**config.mk**
```make
export PLATFORM = sky130hd
export DESIGN_NAME = ilid_cell
export DESIGN_NICKNAME = d
export VERILOG_FILES = /design/src/rtl/core/ilid_pkg.sv /design/src/rtl/core/ilid_cell.sv
export SDC_FILE = /design/constraint.sdc
export NUM_CORES = 1
export LEC_CHECK = 0
export BUFFER_PORTS_ARGS = -buffer_cell sky130_fd_sc_hd__buf_2
export CORE_ASPECT_RATIO = 0.6
export CORE_MARGIN = 2
export CORE_UTILIZATION = 24
export CTS_CLUSTER_DIAMETER = 100
export DETAILED_ROUTE_END_ITERATION = 10
export PLACE_DENSITY_LB_ADDON = 0.2
export SLEW_MARGIN = 0
export SYNTH_ARGS = -nofsm -noshare
export SYNTH_HDL_FRONTEND = slang
export SYNTH_SLANG_ARGS = --single-unit
export TNS_END_PERCENT = 1
```
**constraint.sdc**
```tcl
create_clock -name clk -period 10 [get_ports clk]
set_input_delay 0.5 -clock clk [delete_from_list [all_inputs] [get_ports clk]]
set_output_delay 0.5 -clock clk [all_outputs]
set_load 0.01 [all_outputs]
```
**src/rtl/core/ilid_pkg.sv**
```systemverilog
// Shared types and constants for the indexed list block.
package ilid_pkg;

    localparam int CAPACITY = 64;
    localparam int IDX_W    = $clog2(CAPACITY);
    localparam int COUNT_W  = $clog2(CAPACITY + 1);
    localparam int POS_W    = 7;
    localparam int VAL_W    = 32;
    localparam int OP_W     = 2;
    localparam int STATUS_W = 3;
    localparam int EC_W     = 7;
    localparam int CMP_W    = (COUNT_W > POS_W) ? COUNT_W : POS_W;
    localparam int IN_W     = ((POS_W + VAL_W + 7) / 8) * 8;
    localparam int OUT_W    = ((VAL_W + EC_W + 7) / 8) * 8;

    typedef enum logic [OP_W-1:0] {
        OP_FRONT  = 2'd0,
        OP_BACK   = 2'd1,
        OP_INSERT = 2'd2,
        OP_DUMP   = 2'd3
    } op_t;

    typedef enum logic [STATUS_W-1:0] {
        ST_STORED    = 3'd0,
        ST_BAD_INDEX = 3'd1,
        ST_FULL      = 3'd2,
        ST_ENTRY     = 3'd3,
        ST_EMPTY     = 3'd4
    } status_t;

    typedef enum logic [1:0] {
        CMD_HOLD   = 2'd0,
        CMD_INSERT = 2'd1,
        CMD_ROTATE = 2'd2
    } cell_cmd_t;

    // Broadcast control from the sequencer to every cell.
    typedef struct packed {
        cell_cmd_t          cmd;
        logic [COUNT_W-1:0] at;
        logic [COUNT_W-1:0] occ;
        logic [VAL_W-1:0]   value;
    } ilid_ctl_t;

endpackage

```
**src/rtl/core/ilid_cell.sv**
```systemverilog
// One list cell: holds a single entry and trades it with its neighbors.
module ilid_cell (
    input  logic                         clk,
    input  logic [ilid_pkg::IDX_W-1:0]   idx,
    input  ilid_pkg::ilid_ctl_t          ctl,
    input  logic [ilid_pkg::VAL_W-1:0]   left,
    input  logic [ilid_pkg::VAL_W-1:0]   right,
    input  logic [ilid_pkg::VAL_W-1:0]   head,
    output logic [ilid_pkg::VAL_W-1:0]   value
);
    import ilid_pkg::*;

    logic [VAL_W-1:0]   value_reg;
    logic [VAL_W-1:0]   value_next;
    logic [COUNT_W-1:0] idx_ext;
    logic [COUNT_W-1:0] idx_inc;

    assign idx_ext = COUNT_W'(idx);
    assign idx_inc = idx_ext + COUNT_W'(1);

    always_comb
    begin
        value_next = value_reg;
        case (ctl.cmd)
            CMD_INSERT:
            begin
                // target takes the new value, tail moves back one place
                if (idx_ext == ctl.at)
                    value_next = ctl.value;
                else if (idx_ext > ctl.at && idx_ext <= ctl.occ)
                    value_next = left;
            end
            CMD_ROTATE:
            begin
                // rotate the occupied part toward the head
                if (idx_inc < ctl.occ)
                    value_next = right;
                else if (idx_inc == ctl.occ)
                    value_next = head;
            end
            default:
            begin
                value_next = value_reg;
            end
        endcase
    end

    always_ff @(posedge clk)
    begin
        value_reg <= value_next;
    end

    assign value = value_reg;

endmodule

```
After elaboration in Yosys (flattened, before gate mapping)
Index checks and enable logic that the tools add are counted.
{"block": "op_classes", "order_cmp": 3, "n_eq_ne": 6, "reduce_logical": 3, "n_mux": 5, "n_addsub": 1}
{"operator": "$mux 32", "count": 4}
{"operator": "$pmux 32 s2", "count": 1}
{"operator": "$add 6x1->7 const B", "count": 1}
{"operator": "$eq 6x7->1", "count": 1}
{"operator": "$eq 7x7->1", "count": 1}
{"operator": "$gt 6x7->1", "count": 1}
{"operator": "$le 6x7->1", "count": 1}
{"operator": "$lt 7x7->1", "count": 1}
{"operator": "$ne 3x3->1 const B", "count": 2}
{"operator": "$reduce_and 3->1", "count": 1}
{"operator": "$eq 2x1->1 const B", "count": 1}
{"operator": "$eq 2x2->1 const B", "count": 1}
{"operator": "$reduce_bool 2->1", "count": 1}
{"operator": "$logic_and 1x1->1", "count": 1}
{"block": "totals", "word_cells": 19, "reg_bits": 32, "in_bits": 151, "output_inout_bits": 32}

Longest topological paths before layout
{"block": "logic_depth", "ltp_word": 5, "mapped_depth": 9, "ltp_nobuf": 8}

Least setup slack after synthesis
Ideal clock, no wire load.
{"block": "synth_path", "path_kind": "input to register", "start": "input idx[0] (netlist name)", "end": "register value_reg[0] (netlist: value[0]) (enable)", "path_buffers": 0, "stages": 8, "t_arrival_ns": 4.066, "setup_ns": 0.470, "required_time_ns": 9.530, "setup_slack_ns": 5.464, "cell_sequence": "ha_1 nand3_1 xnor2_1 ha_1 a21oi_1 o221a_4 nor3_1 a211oi_1"}
{"block": "synth_between", "elab_chain_len": 4, "elab_cells_between_ends": 10, "cone_classes": "1 x add/sub; 3 x order compare; 4 x eq/ne; 2 x reduce/logical"}
{"element": "start: declaration", "line_no": "ilid_cell.sv:4", "source": "input logic [ilid_pkg::IDX_W-1:0] idx,"}
{"element": "$add 6x1->7, or another cell as far along", "line_no": "ilid_cell.sv:19", "source": "assign idx_inc = idx_ext + COUNT_W'(1);"}
{"element": "$lt 7x7->1, or another cell as far along", "line_no": "ilid_cell.sv:36", "source": "if (idx_inc < ctl.occ)"}
{"element": "$ne 3x3->1 (no source line)"}
{"element": "$reduce_and 3->1 (no source line) (*)"}
{"element": "end signal: assignment", "line_no": "ilid_cell.sv:50", "source": "value_reg <= value_next;"}
{"element": "end: declaration", "line_no": "ilid_cell.sv:13", "source": "logic [VAL_W-1:0] value_reg;"}
Every way passes the cells marked *; elsewhere a longest branch is shown, timed or not.
A chain may end at the register's enable or synchronous reset.

Worst setup path after layout
{"block": "layout_path", "start": "input idx[1] (netlist name)", "end": "register value_reg[18] (netlist: value[18]) (enable)"}
Same word-level chain as after synthesis.

==> impl_metrics.csv <==
group,metric,value,unit
drt,antenna_left,0,
finish,multiInputGateArea,0.001350,sq mm
die,core_area,0.009879,sq mm
die,die_x,134.1,microns
status,status,"completed",
clock_tree,cts-hold-fix-buffers,0,
sta,tns,0,ns
clock_tree,cts.repair.resized,0,
sta,relSlewSlack,0.4394,
critical_path,required,9.96,ns
die,start_util,0.2468,
critical_path,criticalPathCategory,"input pin to flop",
worst_hold_path,hold_path_class,"input pin to flop",
clock_tree,post_cts_buffers,0,
die,io_pins,183,
critical_path,crit_fanout,17,
worst_hold_path,min_from,"right[26]",
synth,synth_edf_count,32,
finish,largest_reg_flops,32,
clock_tree,tritoncts,"done",
clock_tree,clock_path_buffers,2,
critical_path,crit_path_max_incr_delay,0.68,ns
worst_hold_path,worstHoldEndpoint,"value[26]",
drt,vias,2611,
drt,routed_wl,8269,microns
finish,n_antenna_cell,0,
critical_path,crit_top_cell,"ha_1",
drt,drt-pass1-iter-count,4,
synth,synth_flop_cell,"edfxtp_1",
finish,nets,604,
die,die_h,82.08,microns
global_route,grt_usage,0.1443,
global_route,grt_max_degree,33,
run,drv_cap,0,
synth,synth_top_area_share,0.3940,
clock_tree,clkTransAtPathRegs,0.05,ns
sta,setup_viol,0,
clock_tree,cts-root-buf,"clkbuf_16",
clock_tree,clock_sinks,32,
sta,period_share,0.3027,
worst_hold_path,hold_path_depth,2,
place,dpl.hpwl,6511,microns
critical_path,cp.buffers_inverters,2,
finish,fillCellCount,1031,
place,port_buffers,182,
synth,synthArstFlopShare,0,
critical_path,worstSetupStartpointType,"input pin",
synth,synth_cells,256,
synth,netlist.top_cell.by_area,"edfxtp_1",
sta,whs,0.5605,ns
global_route,grt_pass1_wl,12090,microns
finish,seqCellArea,960.9,sq um
pwr,power_density,130.9,mW/mm^2
sta,setup_ws,6.973,ns
synth,synth.distinct_cells,33,
clock_tree,htreeDepth,2,
synth,ys_seq_area_frac,0.3940,
critical_path,critical_path.top_delay_family,"compound AO/OA/AOI/OAI gates",
critical_path,worst_setup_path_end_kind,"flop",
critical_path,critPathArrivalTime,2.98,ns
synth,synthesis.nets,427,
place,pre_cts_slack,6.617,ns
sta,grt_setup_unrepaired,"no",
drt,post_drt_wl_per_cell,14.53,microns
synth,postSynthAreaPerCell,9.526,sq um
drt,drc_errors,0,
finish,drive_gt1_frac,0.4677,
global_route,overflow,0,
sta,fmax,330.4,MHz
sta,drv_slew,0,
global_route,antenna_found_initial,0,
critical_path,cp.depth,10,
sta,hold_violations,0,
pwr,vdd_drop_max,0.00005904,V
synth,syn_area,0.002439,sq mm
die,placementRows,28,
synth,ys_seq_elements,32,
critical_path,crit_path_top_delay_cell,"a211oi_4",
synth,synth_area_leaders,"edfxtp_1 (39%), o221a_1 (14%), nand2_1 (10%)",
clock_tree,cts_buffers,5,
synth,yosys_warnings,0,
sta,finalCriticalPeriod,3.027,ns
die,die_area,0.01101,sq mm
critical_path,crit_chain,"buf_2 -> ha_1 -> nand3_1 -> xnor2_1 -> ha_1 -> a21oi_1 -> o221a_4 -> nor3_1 -> a211oi_4 -> buf_4",
global_route,grt_pass1_vias,2479,
drt,vias_per_cell,4.589,
pwr,finalPower,476.3,uW
drt,drtIter0Drc,99,
finish,areaGrowthSynthToFinish,49.15,%
sta,worstMarginPinSlew,0.8382,ns
place,gp_congestion,0.8411,
pwr,leakagePower,1.758,nW
## through the flow
stage / area [sq um] / instances / util
4_1_cts: 3637 / 569 / 0.3682
3_3_place_gp: 3470 / 561 / 0.3512
3_5_place_dp: 3470 / 561 / 0.3512
5_1_grt: 3637 / 569 / 0.3682
2_1_floorplan: 2439 / 256 / -
6_report: 3637 / 569 / 0.3682
## cells in the mapped netlist, types with 2 or more instances
library cell	count
inv_1	13
nand2b_1	2
a21oi_1	5
o221a_2	2
edfxtp_1	32
o21ai_0	3
nor2_1	3
nand3_1	36
buf_2	9
nor3_1	3
xnor2_1	3
buf_6	3
o221a_1	30
and3_1	2
nor2b_1	2
clkbuf_1	4
a211oi_1	2
ha_1	20
nand2_1	67
o21a_1	2
## routing by layer
metal  wire, microns  GRT usage  part of all wire
met3             854    0.05062              0.10
met1            3828     0.1822              0.46
met4              73    0.03684            0.0088
met2            3513     0.2385              0.42
met5               0          0                 0
## cell type report
class / count / share of cell area
well taps: 135 / 0.04644
clock buffers: 5 / 0.03440
multi-input cells: 195 / 0.3712
repair buffers: 186 / 0.2587
clock inverters: 3 / 0.01170
inverters: 13 / 0.01342
flip-flops and latches: 32 / 0.2642
## where the power goes
part	switching, mW	internal [mW]
clock	0.0552	0.117
combinational	0.0658	0.0610
sequential	0.00465	0.173
## worst max path at each step
stage / start / endpoint / slack (ns)
after floorplan: idx[0] / value[0] / 5.46
after global placement: idx[1] / value[2] / 6.72
after detailed placement: idx[1] / value[1] / 6.62
after CTS: idx[1] / value[18] / 6.91
after global routing: idx[0] / value[8] / 6.73
final: idx[1] / value[18] / 6.97
## cells in the final DEF, fill, tap and decap left out, types with 2 or more instances in the layout
| master | synthesis | layout |
|---|---|---|
| buf_2 | 9 | 182 |
| nand2_1 | 67 | 67 |
| nand3_1 | 36 | 36 |
| edfxtp_1 | 32 | 32 |
| o221a_1 | 30 | 30 |
| ha_1 | 20 | 20 |
| inv_1 | 13 | 13 |
| a21oi_1 | 5 | 5 |
| clkbuf_16 | 0 | 5 |
| buf_4 | 0 | 4 |
| xnor2_1 | 3 | 3 |
| o21ai_0 | 3 | 3 |
| nor3_1 | 3 | 3 |
| and3_1 | 2 | 2 |
| nor2_1 | 3 | 2 |
| o21a_1 | 2 | 2 |
| nand2b_1 | 2 | 2 |
| o221a_2 | 2 | 2 |
| nor2b_1 | 2 | 2 |
## cell families (layout without fill, tap and decap cells)
| logic type | Yosys count | after routing | synth area share |
|---|---|---|---|
| DFF | 32 | 32 | 0.3940 |
| AOI/OAI and AO/OA | 47 | 47 | 0.1914 |
| xor gates and xnor gates | 4 | 4 | 0.01437 |
| buffers and inverters | 29 | 207 | 0.05849 |
| and+or+nand+nor | 124 | 124 | 0.2391 |
| adders and majority gates | 20 | 20 | 0.1026 |
(Power assumes the default switching activity.)
